[src/rtl/core/btnctr_pkg.sv]
// Shared types and constants for the button up/down counter with auto repeat.
// Holds the mode encoding, register defaults and the timing configuration bundle.
// No dependencies.
package btnctr_pkg;

   // Widths of the result fields and the timing registers
   localparam int DIGIT_W = 4;
   localparam int MODE_W  = 3;
   localparam int TICKS_W = 16;

   // Configuration port geometry: three 32-bit registers at 4-byte spacing
   localparam int CSR_ADDR_W = 4;
   localparam int CSR_DATA_W = 32;

   // Register defaults after reset
   localparam logic [TICKS_W-1:0] IDLE_TICKS_RST   = 16'd1000;
   localparam logic [TICKS_W-1:0] HOLD_TICKS_RST   = 16'd300;
   localparam logic [TICKS_W-1:0] REPEAT_TICKS_RST = 16'd100;

   // Highest decimal digit
   localparam logic [DIGIT_W-1:0] DIGIT_MAX = 4'd9;

   // Register index, taken from paddr[3:2]
   typedef enum logic [1:0] {
      CSR_IDLE   = 2'd0,
      CSR_HOLD   = 2'd1,
      CSR_REPEAT = 2'd2
   } csr_index_type;

   // Mode encoding as seen on the result channel
   typedef enum logic [MODE_W-1:0] {
      MODE_RELEASED = 3'd0,
      MODE_SLEEP    = 3'd1,
      MODE_RESET    = 3'd2,
      MODE_INC      = 3'd3,
      MODE_DEC      = 3'd4,
      MODE_INC_LONG = 3'd5,
      MODE_DEC_LONG = 3'd6
   } mode_type;

   // Timing registers as one bundle from the register file to the core
   typedef struct packed {
      logic [TICKS_W-1:0] idle_ticks;
      logic [TICKS_W-1:0] hold_ticks;
      logic [TICKS_W-1:0] repeat_ticks;
   } btnctr_cfg_type;

endpackage

[src/rtl/core/btnctr_csr.sv]
// Register file for the three timing registers behind an APB-style port.
// Depends on btnctr_pkg for widths, defaults and the register index codes.
module btnctr_csr (
   input  logic                                 clock,
   input  logic                                 reset,
   input  logic                                 csr_psel,
   input  logic                                 csr_penable,
   input  logic                                 csr_pwrite,
   input  logic [btnctr_pkg::CSR_ADDR_W-1:0]    csr_paddr,
   input  logic [btnctr_pkg::CSR_DATA_W-1:0]    csr_pwdata,
   output logic [btnctr_pkg::CSR_DATA_W-1:0]    csr_prdata,
   output logic                                 csr_pready,
   output btnctr_pkg::btnctr_cfg_type           cfg
);
   import btnctr_pkg::*;

   logic [TICKS_W-1:0] idle_ff, idle_in;
   logic [TICKS_W-1:0] hold_ff, hold_in;
   logic [TICKS_W-1:0] rep_ff, rep_in;
   logic               wr_en;
   csr_index_type      idx;

   assign csr_pready = 1'b1;
   assign wr_en      = csr_psel && csr_penable && csr_pwrite;
   assign idx        = csr_index_type'(csr_paddr[3:2]);

   // Write decode; only the low 16 bits of the data are kept
   always_comb begin
      idle_in = idle_ff;
      hold_in = hold_ff;
      rep_in  = rep_ff;
      if (wr_en) begin
         unique case (idx)
            CSR_IDLE:   idle_in = csr_pwdata[TICKS_W-1:0];
            CSR_HOLD:   hold_in = csr_pwdata[TICKS_W-1:0];
            CSR_REPEAT: rep_in  = csr_pwdata[TICKS_W-1:0];
            default:    ;
         endcase
      end
   end

   always_ff @(posedge clock) begin
      if (reset) begin
         idle_ff <= IDLE_TICKS_RST;
         hold_ff <= HOLD_TICKS_RST;
         rep_ff  <= REPEAT_TICKS_RST;
      end else begin
         idle_ff <= idle_in;
         hold_ff <= hold_in;
         rep_ff  <= rep_in;
      end
   end

   // Read mux
   always_comb begin
      unique case (idx)
         CSR_IDLE:   csr_prdata = {{(CSR_DATA_W-TICKS_W){1'b0}}, idle_ff};
         CSR_HOLD:   csr_prdata = {{(CSR_DATA_W-TICKS_W){1'b0}}, hold_ff};
         CSR_REPEAT: csr_prdata = {{(CSR_DATA_W-TICKS_W){1'b0}}, rep_ff};
         default:    csr_prdata = '0;
      endcase
   end

   assign cfg.idle_ticks   = idle_ff;
   assign cfg.hold_ticks   = hold_ff;
   assign cfg.repeat_ticks = rep_ff;

endmodule

[src/rtl/core/btnctr_core.sv]
// Mode machine, digit counter and one-shot tick timer; one update per step.
// The state registers double as the result register. Depends on btnctr_pkg.
module btnctr_core (
   input  logic                                 clock,
   input  logic                                 reset,
   input  logic                                 step_en,
   input  logic                                 rst_pressed,
   input  logic                                 inc_pressed,
   input  logic                                 dec_pressed,
   input  btnctr_pkg::btnctr_cfg_type           cfg,
   output logic [btnctr_pkg::DIGIT_W-1:0]       digit,
   output logic [btnctr_pkg::MODE_W-1:0]        mode
);
   import btnctr_pkg::*;

   mode_type           mode_ff, mode_in;
   logic [DIGIT_W-1:0] digit_ff, digit_in;
   logic [TICKS_W-1:0] timer_cnt_ff, timer_cnt_in;
   logic               timer_exp_ff, timer_exp_in;

   function automatic logic [DIGIT_W-1:0] step_up(input logic [DIGIT_W-1:0] d);
      return (d >= DIGIT_MAX) ? '0 : d + 1'b1;
   endfunction

   function automatic logic [DIGIT_W-1:0] step_down(input logic [DIGIT_W-1:0] d);
      return (d == '0 || d > DIGIT_MAX) ? DIGIT_MAX : d - 1'b1;
   endfunction

   // Next state: timer ticks down first, then the mode checks run in order,
   // a later check overriding an earlier one
   always_comb begin
      mode_in      = mode_ff;
      digit_in     = digit_ff;
      timer_cnt_in = timer_cnt_ff;
      timer_exp_in = timer_exp_ff;

      if (timer_cnt_in != '0) begin
         timer_cnt_in = timer_cnt_in - 1'b1;
         if (timer_cnt_in == '0) timer_exp_in = 1'b1;
      end

      unique case (mode_ff)
         MODE_RELEASED: begin
            if (rst_pressed) mode_in = MODE_RESET;
            if (inc_pressed) begin
               digit_in     = step_up(digit_in);
               timer_cnt_in = cfg.hold_ticks;
               timer_exp_in = 1'b0;
               mode_in      = MODE_INC;
            end
            if (dec_pressed) begin
               digit_in     = step_down(digit_in);
               timer_cnt_in = cfg.hold_ticks;
               timer_exp_in = 1'b0;
               mode_in      = MODE_DEC;
            end
            // stale expiry still sends us to sleep, even over a reset press
            if (timer_exp_in) begin
               mode_in      = MODE_SLEEP;
               timer_cnt_in = cfg.repeat_ticks;
               timer_exp_in = 1'b0;
            end
         end
         MODE_SLEEP: begin
            if (inc_pressed) begin
               digit_in     = step_up(digit_in);
               timer_cnt_in = cfg.hold_ticks;
               timer_exp_in = 1'b0;
               mode_in      = MODE_INC;
            end
            if (dec_pressed) begin
               digit_in     = step_down(digit_in);
               timer_cnt_in = cfg.hold_ticks;
               timer_exp_in = 1'b0;
               mode_in      = MODE_DEC;
            end
            // sleep countdown stops at zero
            if (timer_exp_in) begin
               if (digit_in != '0) digit_in = digit_in - 1'b1;
               timer_cnt_in = cfg.repeat_ticks;
               timer_exp_in = 1'b0;
            end
         end
         MODE_RESET: begin
            digit_in     = '0;
            timer_cnt_in = cfg.idle_ticks;
            timer_exp_in = 1'b0;
            mode_in      = MODE_RELEASED;
         end
         MODE_INC, MODE_INC_LONG: begin
            if (!inc_pressed) begin
               mode_in      = MODE_RELEASED;
               timer_cnt_in = cfg.idle_ticks;
               timer_exp_in = 1'b0;
            end
            if (timer_exp_in) begin
               digit_in     = step_up(digit_in);
               timer_cnt_in = cfg.repeat_ticks;
               timer_exp_in = 1'b0;
               mode_in      = MODE_INC_LONG;
            end
         end
         MODE_DEC, MODE_DEC_LONG: begin
            if (!dec_pressed) begin
               mode_in      = MODE_RELEASED;
               timer_cnt_in = cfg.idle_ticks;
               timer_exp_in = 1'b0;
            end
            if (timer_exp_in) begin
               digit_in     = step_down(digit_in);
               timer_cnt_in = cfg.repeat_ticks;
               timer_exp_in = 1'b0;
               mode_in      = MODE_DEC_LONG;
            end
         end
         default: ;
      endcase
   end

   // State and result registers
   always_ff @(posedge clock) begin
      if (reset) begin
         mode_ff      <= MODE_RELEASED;
         digit_ff     <= '0;
         timer_cnt_ff <= IDLE_TICKS_RST;
         timer_exp_ff <= 1'b0;
      end else if (step_en) begin
         mode_ff      <= mode_in;
         digit_ff     <= digit_in;
         timer_cnt_ff <= timer_cnt_in;
         timer_exp_ff <= timer_exp_in;
      end
   end

   assign digit = digit_ff;
   assign mode  = mode_ff;

   // Digit never leaves the decimal range
   a_digit_range: assert property (@(posedge clock) disable iff (reset)
      digit_ff <= DIGIT_MAX)
      else $error("digit out of range");

   // Expiry flag is only ever set with the counter at zero
   a_exp_zero: assert property (@(posedge clock) disable iff (reset)
      timer_exp_ff |-> (timer_cnt_ff == '0))
      else $error("timer expired with nonzero count");

   // A step out of the reset mode clears the digit and returns to released
   a_reset_clears: assert property (@(posedge clock) disable iff (reset)
      (step_en && mode_ff == MODE_RESET) |=> (digit_ff == '0 && mode_ff == MODE_RELEASED))
      else $error("reset mode did not clear digit");

   // State holds between steps
   a_hold: assert property (@(posedge clock) disable iff (reset)
      !step_en |=> ($stable(digit_ff) && $stable(mode_ff)))
      else $error("state changed without a step");

endmodule

[src/rtl/core/button_updown_counter_autorepeat.sv]
// Up/down decimal digit counter on three debounced buttons, with long-press
// auto repeat and an idle sleep countdown. Each request is one scan tick
// carrying the reset, increment and decrement levels; each yields one result
// with the digit (0..9) and the mode after that tick. The block accepts one
// request per clock while req_stall is low; the input register is loaded at
// acceptance, then the mode/digit/timer register, which is also the result
// register, once that is free or draining. Timing is in ticks
// (requests), set by the idle, hold and repeat
// registers at byte addresses 0x0, 0x4 and 0x8; write them only while idle.
// Depends on btnctr_pkg, btnctr_csr and btnctr_core.
module button_updown_counter_autorepeat (
   input  logic                                 clock,
   input  logic                                 reset,
   // request channel
   input  logic                                 req_valid,
   output logic                                 req_stall,
   input  logic                                 req_reset_pressed,
   input  logic                                 req_inc_pressed,
   input  logic                                 req_dec_pressed,
   // result channel
   output logic                                 rsp_valid,
   input  logic                                 rsp_stall,
   output logic [btnctr_pkg::DIGIT_W-1:0]       rsp_digit,
   output logic [btnctr_pkg::MODE_W-1:0]        rsp_mode,
   // configuration port
   input  logic                                 csr_psel,
   input  logic                                 csr_penable,
   input  logic                                 csr_pwrite,
   input  logic [btnctr_pkg::CSR_ADDR_W-1:0]    csr_paddr,
   input  logic [btnctr_pkg::CSR_DATA_W-1:0]    csr_pwdata,
   output logic [btnctr_pkg::CSR_DATA_W-1:0]    csr_prdata,
   output logic                                 csr_pready
);
   import btnctr_pkg::*;

   btnctr_cfg_type cfg;

   logic in_valid_ff, in_valid_in;
   logic in_rst_ff, in_inc_ff, in_dec_ff;
   logic rsp_valid_ff, rsp_valid_in;
   logic req_take;
   logic advance;

   btnctr_csr u_csr (
      .clock       (clock),
      .reset       (reset),
      .csr_psel    (csr_psel),
      .csr_penable (csr_penable),
      .csr_pwrite  (csr_pwrite),
      .csr_paddr   (csr_paddr),
      .csr_pwdata  (csr_pwdata),
      .csr_prdata  (csr_prdata),
      .csr_pready  (csr_pready),
      .cfg         (cfg)
   );

   // Input stage moves into the result register when that is free or draining
   assign advance   = in_valid_ff && (!rsp_valid_ff || !rsp_stall);
   assign req_stall = in_valid_ff && !advance;
   assign req_take  = req_valid && !req_stall;

   always_comb begin
      in_valid_in = in_valid_ff;
      if (req_take)     in_valid_in = 1'b1;
      else if (advance) in_valid_in = 1'b0;

      rsp_valid_in = rsp_valid_ff && rsp_stall;
      if (advance) rsp_valid_in = 1'b1;
   end

   always_ff @(posedge clock) begin
      if (reset) begin
         in_valid_ff  <= 1'b0;
         rsp_valid_ff <= 1'b0;
      end else begin
         in_valid_ff  <= in_valid_in;
         rsp_valid_ff <= rsp_valid_in;
      end
   end

   // Request payload register
   always_ff @(posedge clock) begin
      if (req_take) begin
         in_rst_ff <= req_reset_pressed;
         in_inc_ff <= req_inc_pressed;
         in_dec_ff <= req_dec_pressed;
      end
   end

   btnctr_core u_core (
      .clock       (clock),
      .reset       (reset),
      .step_en     (advance),
      .rst_pressed (in_rst_ff),
      .inc_pressed (in_inc_ff),
      .dec_pressed (in_dec_ff),
      .cfg         (cfg),
      .digit       (rsp_digit),
      .mode        (rsp_mode)
   );

   assign rsp_valid = rsp_valid_ff;

endmodule

[config.mk]
export PLATFORM = sky130hd
export DESIGN_NAME = button_updown_counter_autorepeat
export DESIGN_NICKNAME = d
export VERILOG_FILES = /design/src/rtl/core/btnctr_pkg.sv /design/src/rtl/core/btnctr_csr.sv /design/src/rtl/core/btnctr_core.sv /design/src/rtl/core/button_updown_counter_autorepeat.sv
export SDC_FILE = /design/constraint.sdc
export NUM_CORES = 1
export LEC_CHECK = 0
export BUFFER_PORTS_ARGS = -buffer_cell sky130_fd_sc_hd__buf_2
export CAP_MARGIN = 40
export CORE_MARGIN = 4
export CORE_UTILIZATION = 59
export DETAILED_ROUTE_END_ITERATION = 8
export PLACE_DENSITY = 0.88
export SETUP_SLACK_MARGIN = 0.4
export SLEW_MARGIN = 15
export SYNTH_ARGS = -nofsm -noshare
export SYNTH_HDL_FRONTEND = slang
export SYNTH_HIERARCHICAL = 1
export SYNTH_SLANG_ARGS = --single-unit
[constraint.sdc]
create_clock -name clock -period 4.3 [get_ports clock]
set_input_delay 0.645 -clock clock [delete_from_list [all_inputs] [get_ports clock]]
set_output_delay 0.645 -clock clock [all_outputs]
set_load 0.02 [all_outputs]
Word level (Yosys, flattened, before mapping)
Cells that the tools add are included.
{"block": "word_totals", "regBits": 77, "output_inout_bits": 42, "word_cells": 119}
{"block": "op_classes", "n_reduce_logical": 32, "n_lt_le_gt_ge": 4, "add_sub_neg": 6, "n_mux": 51, "n_eq_ne": 14}
{"cell": "2-to-1 mux 16 bit", "n": 9}
{"cell": "one-hot mux 16 bit (5 select lines)", "n": 1}
{"cell": "2-to-1 mux 4 bit", "n": 14}
{"cell": "one-hot mux 16 bit (3 select lines)", "n": 1}
{"cell": "2-to-1 mux 3 bit", "n": 10}
{"cell": "one-hot mux 4 bit (5 select lines)", "n": 1}
{"cell": "logical NOT 16 bit", "n": 1}
{"cell": "nonzero test 16 bit", "n": 1}
{"cell": "subtractor 16 x 1 -> 16 bit, second input constant", "n": 1}
{"cell": "subtractor 4 x 1 -> 4 bit, second input constant", "n": 4}
{"cell": "one-hot mux 3 bit (5 select lines)", "n": 1}
{"cell": "2-to-1 mux 1 bit", "n": 14}
{"cell": "greater-than comparator 4 bit, second input constant", "n": 3}
{"cell": "logical NOT 4 bit", "n": 3}
{"cell": "== test 3 bit, second input constant", "n": 3}
{"cell": "OR reduction 7 bit", "n": 1}
{"cell": "== test 3 x 2 -> 1 bit, second input constant", "n": 2}
{"cell": "logical AND 1 bit", "n": 6}
{"cell": "inequality test 3 x 2 -> 1 bit, second input constant", "n": 2}
{"cell": "AND reduction 2 bit", "n": 3}
{"cell": "AND reduction 6 bit", "n": 1}
{"cell": "inequality test 5 x 4 -> 1 bit, second input constant", "n": 1}
{"cell": "nonzero test 5 bit", "n": 1}
{"cell": "adder 4 x 1 -> 4 bit, second input constant", "n": 1}
{"cell": "other kinds (14)", "n": 22}

Depth between registers and ports, before layout
Gate-level depths: netlist of run 1.
{"block": "logic_depth", "ltp_word": 13, "mapped_depth": 15}

Cells and area by module
The synthesis of run 1 kept the hierarchy.
{"mod": "btnctr_core", "area_per_inst_um2": 3520.9, "cells_each": 537, "n_inst": 1, "seq_area_each_um2": 480.5}
{"mod": "btnctr_csr", "area_per_inst_um2": 2431.1, "cells_each": 259, "n_inst": 1, "seq_area_each_um2": 960.9}
{"mod": "button_updown_counter_autorepeat", "area_per_inst_um2": 176.4, "cells_each": 13, "n_inst": 1, "seq_area_each_um2": 130.1}

Worst setup path after synthesis of run 1
Ideal clock, no wire load.
{"block": "synth_timing", "kind": "reg-to-reg", "start": "reg u_core.digit_ff[0], in the netlist u_core/digit[0]", "end": "reg u_core.digit_ff[1], in the netlist u_core/digit[1]", "setup_slack_ps": 964, "path_buffers": 1, "required_ps": 4162, "setup_ps": 138, "stages_incl_launch_ff": 15, "period_less_slack_ps": 3336, "t_arrival_ps": 3199, "cell_sequence": "dfxtp_1 -> clkbuf_1 -> inv_1 -> ha_1 -> nor3b_1 -> nor2b_1 -> o21ai_0 -> inv_1 -> ha_1 -> or2_2 -> a31oi_1 -> o32ai_1 -> o21a_1 -> a311oi_1 -> a21oi_1"}
{"block": "synth_between", "elab_chain_len": 13, "word_cells_on_any_way": 31}
{"item": "from (decl)", "line_no": "btnctr_core.sv:17", "source": "logic [DIGIT_W-1:0] digit_ff, digit_in;"}
{"item": "from (signal assigned)", "line_no": "btnctr_core.sv:129", "source": "digit_ff <= digit_in;"}
{"item": "adder 4 x 1 -> 4 bit / >= comparator 4 bit (equally long branches)", "line_no": "btnctr_core.sv:22", "source": "return (d >= DIGIT_MAX) ? '0 : d + 1'b1;"}
{"item": "2-to-1 mux 4 bit", "line_no": "btnctr_core.sv:22"}
{"item": "2-to-1 mux 4 bit", "line_no": "btnctr_core.sv:45, btnctr_core.sv:65"}
{"item": "2-to-1 mux 4 bit", "line_no": "btnctr_core.sv:42", "source": "unique case (mode_ff)"}
{"item": "greater-than comparator 4 bit / logical NOT 4 bit (equally long branches)", "line_no": "btnctr_core.sv:26", "source": "return (d == '0 || d > DIGIT_MAX) ? DIGIT_MAX : d - 1'b1;"}
{"item": "logical OR 1 bit", "line_no": "btnctr_core.sv:26"}
{"item": "2-to-1 mux 4 bit", "line_no": "btnctr_core.sv:26"}
{"item": "2-to-1 mux 4 bit", "line_no": "btnctr_core.sv:71", "source": "if (dec_pressed) begin"}
{"item": "2-to-1 mux 4 bit", "line_no": "btnctr_core.sv:42"}
{"item": "subtractor 4 x 1 -> 4 bit / nonzero test 4 bit (equally long branches)", "line_no": "btnctr_core.sv:79", "source": "if (digit_in != '0) digit_in = digit_in - 1'b1;"}
{"item": "2-to-1 mux 4 bit", "line_no": "btnctr_core.sv:79"}
{"item": "2-to-1 mux 4 bit", "line_no": "btnctr_core.sv:78", "source": "if (timer_exp_in) begin"}
{"item": "one-hot mux 4 bit (5 select lines) *", "line_no": "btnctr_core.sv:42"}
Every way passes the cells marked *; elsewhere a longest branch is shown, timed or not. The select of a mux whose other input is x is not followed.
A chain may end at the register's enable or synchronous reset.

Final worst setup path of run 1
{"block": "layout_timing", "start": "reg u_core.timer_cnt_ff[0]", "end": "reg u_core.timer_cnt_ff[0]"}
{"block": "layout_between", "elab_chain_len": 9, "word_cells_on_any_way": 23}
{"item": "from (decl)", "line_no": "btnctr_core.sv:18", "source": "logic [TICKS_W-1:0] timer_cnt_ff, timer_cnt_in;"}
{"item": "from (signal assigned)", "line_no": "btnctr_core.sv:130", "source": "timer_cnt_ff <= timer_cnt_in;"}
{"item": "subtractor 16 x 1 -> 16 bit", "line_no": "btnctr_core.sv:38", "source": "timer_cnt_in = timer_cnt_in - 1'b1;"}
{"item": "logical NOT 16 bit", "line_no": "btnctr_core.sv:39", "source": "if (timer_cnt_in == '0) timer_exp_in = 1'b1;"}
{"item": "2-to-1 mux 1 bit", "line_no": "btnctr_core.sv:39"}
{"item": "2-to-1 mux 1 bit", "line_no": "btnctr_core.sv:37", "source": "if (timer_cnt_in != '0) begin"}
{"item": "2-to-1 mux 1 bit", "line_no": "btnctr_core.sv:45, btnctr_core.sv:65"}
{"item": "2-to-1 mux 1 bit", "line_no": "btnctr_core.sv:51", "source": "if (dec_pressed) begin"}
{"item": "2-to-1 mux 1 bit", "line_no": "btnctr_core.sv:42"}
{"item": "2-to-1 mux 16 bit, on equally long branches", "line_no": "btnctr_core.sv:78, btnctr_core.sv:58"}
{"item": "one-hot mux 16 bit (5 select lines) *", "line_no": "btnctr_core.sv:42"}
Marked as above.

==> metrics.txt, run 1 <==
# TYPE chip_impl_metric gauge
chip_impl_metric{name="cts_max_level",unit=""} 3
chip_impl_metric{name="critical_path.max_fanout",unit=""} 18
chip_impl_info{name="grt_setup_unrepaired",value="no"} 1
chip_impl_metric{name="cts.path.max_buffers",unit=""} 2
chip_impl_metric{name="num_io_pins",unit=""} 88
chip_impl_metric{name="cp.required",unit="ns"} 4.56
chip_impl_metric{name="placeableCoreArea",unit="mm2"} 0.009955
chip_impl_metric{name="drt_pass1_iterations",unit=""} 6
chip_impl_metric{name="routed_wirelength",unit="mm"} 18.40
chip_impl_metric{name="clock_buffers_created_by_tritoncts",unit=""} 9
chip_impl_metric{name="achievable_freq",unit="MHz"} 271.6
chip_impl_metric{name="drt-initial-drc-count",unit=""} 901
chip_impl_metric{name="max_cap_viol_count",unit=""} 0
chip_impl_metric{name="post_route_worst_hold_slack",unit="ns"} 0.4604
chip_impl_metric{name="routedWlPerCell",unit="um"} 19.16
chip_impl_info{name="clock_tree_from_tritoncts",value="built"} 1
chip_impl_metric{name="power",unit="mW"} 1.872
chip_impl_metric{name="stdcell_area",unit="mm2"} 0.006569
chip_impl_metric{name="timing_worst_slew_pin_value",unit="ns"} 0.9824
chip_impl_metric{name="gr-total-overflow",unit=""} 0
chip_impl_metric{name="timing.slew.headroom",unit="%"} 34.37
chip_impl_metric{name="setup_viol",unit=""} 0
chip_impl_metric{name="placedCellCount",unit=""} 944
chip_impl_metric{name="fin_crit",unit="ns"} 3.682
chip_impl_metric{name="placement.setup.worst_slack",unit="ns"} 0.6296
chip_impl_metric{name="floorplan.die.height",unit="um"} 109.9
chip_impl_metric{name="remaining_drc_errors",unit=""} 0
chip_impl_metric{name="cts.sink_count",unit=""} 77
chip_impl_metric{name="average_cell_area_after_synthesis",unit="um2"} 7.575
chip_impl_metric{name="finalWorstSetupSlack",unit="ns"} 0.6179
chip_impl_metric{name="ys_seq_area_share",unit="%"} 25.64
chip_impl_metric{name="vias",unit=""} 6320
chip_impl_metric{name="postLayoutCoreUtil",unit="%"} 65.99
chip_impl_metric{name="netlist-cell-type-count",unit=""} 74
chip_impl_metric{name="antenna_violations_before_repair",unit=""} 0
chip_impl_metric{name="netlist_instances",unit=""} 809
chip_impl_info{name="yosys-top-cells-area",value="dfxtp_1 (24%), mux2i_1 (12%), nand2b_1 (6.0%)"} 1
chip_impl_metric{name="power_per_cell_area",unit="mW/mm2"} 284.9
chip_impl_metric{name="antenna_cells_inserted",unit=""} 0
chip_impl_metric{name="postSynthRegisterBits",unit=""} 77
chip_impl_metric{name="arrival",unit="ns"} 3.95
chip_impl_metric{name="globalRouteTotalUtil",unit="%"} 30.68
chip_impl_metric{name="netlist_area",unit="mm2"} 0.006128
chip_impl_metric{name="layout.cells.non_filler",unit=""} 960
chip_impl_info{name="outcome",value="finished clean"} 1
chip_impl_metric{name="nNetsFinal",unit=""} 876
chip_impl_info{name="worstHoldPathType",value="in -> reg"} 1
chip_impl_metric{name="path_clk_slew",unit="ns"} 0.08
chip_impl_info{name="synthDominantAreaCellType",value="dfxtp_1"} 1
chip_impl_metric{name="final_max_tran_viols",unit=""} 0
chip_impl_metric{name="synth-edff-count",unit=""} 3
chip_impl_metric{name="synth.top_cell.area_share",unit="%"} 24.17
chip_impl_metric{name="routed_via_density",unit=""} 6.583
chip_impl_metric{name="placed_area",unit="mm2"} 0.006339
chip_impl_info{name="crit_path_end_kind",value="flop"} 1
chip_impl_metric{name="final.setup_skew",unit="ns"} 0.01249
chip_impl_metric{name="worst_ir_drop_vdd",unit="uV"} 303.3
chip_impl_metric{name="grt_pass1_vias",unit=""} 5688
chip_impl_metric{name="initial_core_utilization",unit="%"} 61.56
chip_impl_info{name="clockRootBuffer",value="clkbuf_8"} 1
chip_impl_metric{name="asyncSetResetFlopFracSynth",unit="%"} 0
chip_impl_metric{name="power_leakage",unit="nW"} 2.697
chip_impl_metric{name="post_cts_hold_buffer_count",unit=""} 0
chip_impl_metric{name="gpl.final_weighted_congestion",unit=""} 0.9555
chip_impl_metric{name="floorplan.die_area",unit="mm2"} 0.01208
chip_impl_metric{name="ys_warn_count",unit=""} 6
chip_impl_info{name="startpoint_type",value="flop"} 1
chip_impl_metric{name="drive_above_1_share",unit="%"} 12.70
chip_impl_info{name="crit_type",value="reg -> reg"} 1
chip_impl_metric{name="grt_max_degree",unit=""} 88
chip_impl_info{name="synth_top_flop_cell",value="dfxtp_1"} 1
chip_impl_metric{name="clkLatencyLatePin",unit="ns"} 0.37
chip_impl_metric{name="row_count",unit=""} 36
chip_impl_metric{name="hold_viol",unit=""} 0
chip_impl_metric{name="grt_pass1_wl",unit="mm"} 29.06
chip_impl_metric{name="port-buffer-count",unit=""} 52
chip_impl_metric{name="timing.final.crit_share",unit="%"} 85.63
chip_impl_metric{name="post-dp-hpwl",unit="mm"} 13.02
chip_impl_metric{name="detail-route-antenna-nets",unit=""} 0
chip_impl_metric{name="fin_setup_tns",unit="ns"} 0
chip_impl_metric{name="fp.dieW",unit="um"} 109.9
chip_impl_metric{name="synthToLayoutAreaGrowth",unit="%"} 7.187
## layout by cell type (no fill, tap or decap), types with 4 or more instances in the layout
master and n:
xor2_1 5, a311oi_1 6, buf_4 13, a211o_1 6, buf_2 52, a221oi_1 10
nor3_1 13, nor4_1 6, o2111ai_1 4, nor2b_1 5, inv_1 17, mux2i_1 73
conb_1 17, nand2_1 70, dfxtp_1 74, nand3_1 10, o21ai_0 70, o211ai_1 7
o21a_1 11, xnor2_1 10, nand4_1 5, nand2b_1 59, and3_1 10, ha_1 8
clkbuf_8 10, nor2_1 85, a22oi_1 5, or3_1 7, and2_1 7, a211oi_1 5
a21oi_1 45, nor3b_1 4, a31oi_1 11, o22ai_1 5, o31ai_1 9
## kinds of logic after synthesis
kind of cell | count (synthesis) | synth area share, %
AND/OR/NAND/NOR | 306 | 26.03
AO/OA/AOI/OAI | 228 | 24.42
buffers and inverters | 98 | 7.717
flip-flops | 77 | 25.64
multiplexers | 75 | 12.29
XOR/XNOR | 15 | 2.144
adder cells (fa/ha/maj) | 8 | 1.633
other | 2 | 0.1225
## final cells by class
class                           instances  area [um2]
Clock buffer                           11       141.4
Clock inverter                          5       82.58
Fill cell                             787        3386
Inverter                               18       67.56
Multi-Input combinational cell        649        4155
Sequential cell                        77        1572
Tap cell                              133       166.4
Timing Repair Buffer                   67       384.1
## repair_timing
action,CTS,global route
gates resized for setup,0,3
buffers inserted,0,0
endpoints found under the hold margin,0,0
endpoints found under the setup margin,0,4
## final timing paths
check | slack, ns | end | cells past startpoint | startpoint
setup / recovery | 0.62 | u_core/timer_cnt_ff[0] | 10 | u_core/timer_cnt_ff[0]
hold / removal | 0.46 | in_inc_ff | 1 | req_inc_pressed
setup reg to reg | 0.62 | u_core/timer_cnt_ff[0] | 10 | u_core/timer_cnt_ff[0]
hold reg to reg | 0.51 | u_csr/hold_ff[12] | 2 | u_csr/hold_ff[12]
## metal layers
| layer | routed length [um] | vias up | track usage [%] |
|---|---|---|---|
| met4 | 910 | 0 | 16.30 |
| li1 | - | 2922 | - |
| met3 | 2171 | 92 | 6.577 |
| met5 | 0 | - | 0 |
| met2 | 8106 | 438 | 46.32 |
| met1 | 7210 | 2868 | 40.82 |
## synth_stat cells, drive strengths merged (8+ instances only)
| cell | n |
|---|---|
| a31oi | 11 |
| o31ai | 9 |
| nand2b | 59 |
| a221oi | 11 |
| xnor2 | 10 |
| nand3 | 12 |
| inv | 17 |
| nand2 | 70 |
| and3 | 10 |
| o21a | 11 |
| buf | 37 |
| dfxtp | 74 |
| mux2i | 73 |
| a21oi | 46 |
| nor3 | 14 |
| clkbuf | 43 |
| o21ai | 71 |
| ha | 8 |
| nor2 | 86 |
## power by group
group          leakage [nW]  switching [mW]  internal, mW
Sequential            0.631          0.0507         0.741
Clock                 0.114           0.284         0.345
Combinational          1.95           0.282         0.169
## critical path, stage by stage (launching register included)
cell	delay (ns)
dfxtp_1	0.42
inv_1	0.19
ha_1	0.32
or3b_1	0.49
xnor2_1	0.23
nor4b_2	0.43
and4_2	0.41
nor2_4	0.15
and3_1	0.19
or4b_1	0.56
o21a_1	0.19
## state kept, by name (all words and copies together) (netlist names)
signal,count
in_dec_ff,1
in_valid_ff,1
u_core/timer_cnt_ff,16
u_core/mode,3
u_csr/rep_ff,16
rsp_valid,1
u_csr/idle_ff,16
u_core/timer_exp_ff,1
u_core/digit,4
u_csr/hold_ff,16
in_rst_ff,1
in_inc_ff,1
(Power assumes the default switching activity.)
==> inputs of run 2 (changes only) <==
==> constraint.sdc (replaced) <==
create_clock -name clock -period 3.85 [get_ports clock]
set_input_delay 0.5775 -clock clock [delete_from_list [all_inputs] [get_ports clock]]
set_output_delay 0.5775 -clock clock [all_outputs]
set_load 0.02 [all_outputs]
==> metrics.txt, run 2 (same netlist as run 1, synthesis figures left out) <==
# TYPE chip_impl_metric gauge
chip_impl_metric{name="detail-route-antenna-nets",unit=""} 0
chip_impl_metric{name="synthToLayoutAreaGrowth",unit="%"} 8.391
chip_impl_metric{name="worst_ir_drop_vdd",unit="uV"} 239.8
chip_impl_metric{name="num_io_pins",unit=""} 88
chip_impl_metric{name="floorplan.die.height",unit="um"} 109.9
chip_impl_metric{name="placedCellCount",unit=""} 950
chip_impl_metric{name="row_count",unit=""} 36
chip_impl_metric{name="post-dp-hpwl",unit="mm"} 13.26
chip_impl_info{name="worstHoldStart",value="req_reset_pressed"} 1
chip_impl_metric{name="fp.dieW",unit="um"} 109.9
chip_impl_metric{name="fin_crit",unit="ns"} 3.330
chip_impl_metric{name="remaining_drc_errors",unit=""} 0
chip_impl_info{name="clockRootBuffer",value="clkbuf_8"} 1
chip_impl_metric{name="path_clk_slew",unit="ns"} 0.09
chip_impl_metric{name="globalRouteTotalUtil",unit="%"} 31.47
chip_impl_metric{name="min_path_cells",unit=""} 1
chip_impl_info{name="r2r-end",value="u_core/timer_cnt_ff[0]"} 1
chip_impl_metric{name="final.setup_skew",unit="ns"} 0.01113
chip_impl_info{name="worstHoldPathType",value="in -> reg"} 1
chip_impl_info{name="worstHoldEndpoint",value="in_rst_ff"} 1
chip_impl_metric{name="layout.cells.non_filler",unit=""} 967
chip_impl_info{name="final_cell_mix",value="nor2_1 (85), dfxtp_1 (74), mux2i_1 (73)"} 1
chip_impl_metric{name="port-buffer-count",unit=""} 52
chip_impl_metric{name="post_route_worst_hold_slack",unit="ns"} 0.3750
chip_impl_info{name="critPathLaunch",value="u_core/timer_cnt_ff[1]"} 1
chip_impl_metric{name="antenna_cells_inserted",unit=""} 0
chip_impl_metric{name="power_per_cell_area",unit="mW/mm2"} 318.5
chip_impl_metric{name="drive_above_1_share",unit="%"} 14.15
chip_impl_metric{name="clock_buffers_created_by_tritoncts",unit=""} 9
chip_impl_metric{name="finalWorstSetupSlack",unit="ns"} 0.5200
chip_impl_metric{name="gpl.final_weighted_congestion",unit=""} 0.9722
chip_impl_metric{name="routed_wirelength",unit="mm"} 18.85
chip_impl_metric{name="post_cts_hold_buffer_count",unit=""} 0
chip_impl_info{name="globalRoute.busiestLayer",value="met2"} 1
chip_impl_metric{name="power",unit="mW"} 2.116
chip_impl_metric{name="cts.path.max_buffers",unit=""} 2
chip_impl_metric{name="postLayoutCoreUtil",unit="%"} 66.73
chip_impl_metric{name="timing.final.crit_share",unit="%"} 86.49
chip_impl_info{name="layout_commonest_cell",value="nor2_1"} 1
chip_impl_metric{name="timing.slew.headroom",unit="%"} 49.23
chip_impl_info{name="startpoint_type",value="flop"} 1
chip_impl_metric{name="stdcell_area",unit="mm2"} 0.006643
chip_impl_metric{name="nNetsFinal",unit=""} 883
chip_impl_metric{name="grt.met2_usage",unit="%"} 48.22
chip_impl_metric{name="clkLatencyLatePin",unit="ns"} 0.37
chip_impl_metric{name="floorplan.die_area",unit="mm2"} 0.01208
chip_impl_info{name="grt_setup_unrepaired",value="no"} 1
chip_impl_metric{name="final_max_tran_viols",unit=""} 0
chip_impl_metric{name="cp.required",unit="ns"} 4.11
chip_impl_metric{name="timing_worst_slew_pin_value",unit="ns"} 0.7615
chip_impl_metric{name="antenna_violations_before_repair",unit=""} 0
chip_impl_metric{name="critical_path.max_fanout",unit=""} 11
chip_impl_metric{name="placeableCoreArea",unit="mm2"} 0.009955
chip_impl_metric{name="worstRegToRegCells",unit=""} 10
chip_impl_metric{name="initial_core_utilization",unit="%"} 61.56
chip_impl_metric{name="grt_max_degree",unit=""} 53
chip_impl_info{name="crit_type",value="reg -> reg"} 1
chip_impl_metric{name="gr-total-overflow",unit=""} 0
chip_impl_metric{name="achievable_freq",unit="MHz"} 300.3
chip_impl_metric{name="ff2ff_setup_slack",unit="ns"} 0.52
chip_impl_metric{name="cts.sink_count",unit=""} 77
chip_impl_metric{name="grt_pass1_wl",unit="mm"} 30.08
chip_impl_metric{name="max_cap_viol_count",unit=""} 0
chip_impl_metric{name="placed_area",unit="mm2"} 0.006380
chip_impl_info{name="crit_path_end_kind",value="flop"} 1
chip_impl_metric{name="cts_max_level",unit=""} 3
chip_impl_info{name="outcome",value="finished clean"} 1
chip_impl_metric{name="drt-initial-drc-count",unit=""} 1058
chip_impl_metric{name="groute.layer.met1.usage",unit="%"} 40.83
chip_impl_metric{name="power_leakage",unit="nW"} 2.731
chip_impl_metric{name="routedWlPerCell",unit="um"} 19.49
chip_impl_metric{name="routed_via_density",unit=""} 6.656
chip_impl_metric{name="drt_pass1_iterations",unit=""} 6
chip_impl_info{name="clock_tree_from_tritoncts",value="built"} 1
chip_impl_info{name="reg2reg_from",value="u_core/timer_cnt_ff[1]"} 1
chip_impl_metric{name="grt_pass1_vias",unit=""} 5960
chip_impl_metric{name="global_route.usage.met3",unit="%"} 7.692
chip_impl_metric{name="placement.setup.worst_slack",unit="ns"} 0.2895
chip_impl_metric{name="arrival",unit="ns"} 3.59
chip_impl_metric{name="fin_setup_tns",unit="ns"} 0
chip_impl_metric{name="vias",unit=""} 6436
chip_impl_metric{name="hold_viol",unit=""} 0
chip_impl_metric{name="setup_viol",unit=""} 0
run 2: critical path, stage by stage (launching register included):
cell and delay (ns):
dfxtp_1 0.56, inv_1 0.14, ha_2 0.25, or3b_2 0.45, o22ai_1 0.16, a32o_1 0.36
and4_4 0.34, nor2_4 0.09, and3_1 0.16, or4b_1 0.52, o21a_1 0.18
run 2: how the worst max path moves through the flow:
stage,slack (ns),cells after the start,end
final,0.52,10,u_core/timer_cnt_ff[0]
after detailed placement,0.29,10,u_core/digit[1]
after CTS,0.45,10,u_core/digit[1]
after global routing,0.41,10,u_core/digit[1]
after global placement,0.43,10,u_core/timer_cnt_ff[0]
after floorplan,0.51,14,u_core/digit[1]
run 2: what timing repair did:
| item | in CTS | in global routing |
|---|---|---|
| resized for setup | 3 | 9 |
| setup endpoints to repair | 3 | 8 |
| buffers inserted | 0 | 1 |
| pin swaps | 1 | 2 |
run 2: final cells by class:
class / instances / area [um2]
repair buffers: 74 / 432.9
clock inverters: 5 / 85.08
inverters: 18 / 67.56
fillers: 786 / 3312
well taps: 133 / 166.4
flip-flops and latches: 77 / 1572
clock buffers: 11 / 141.4
multi-input cells: 649 / 4178
run 2: power by group:
part	switching, mW	leakage [nW]	internal (mW)
clock network	0.324	0.110	0.385
registers	0.0537	0.631	0.828
logic	0.327	1.99	0.198
run 2: layer usage:
layer / vias up / wire, um
met5: - / 0
met4: 0 / 962
met3: 106 / 2350
met2: 494 / 8288
met1: 2903 / 7248
li1: 2933 / -
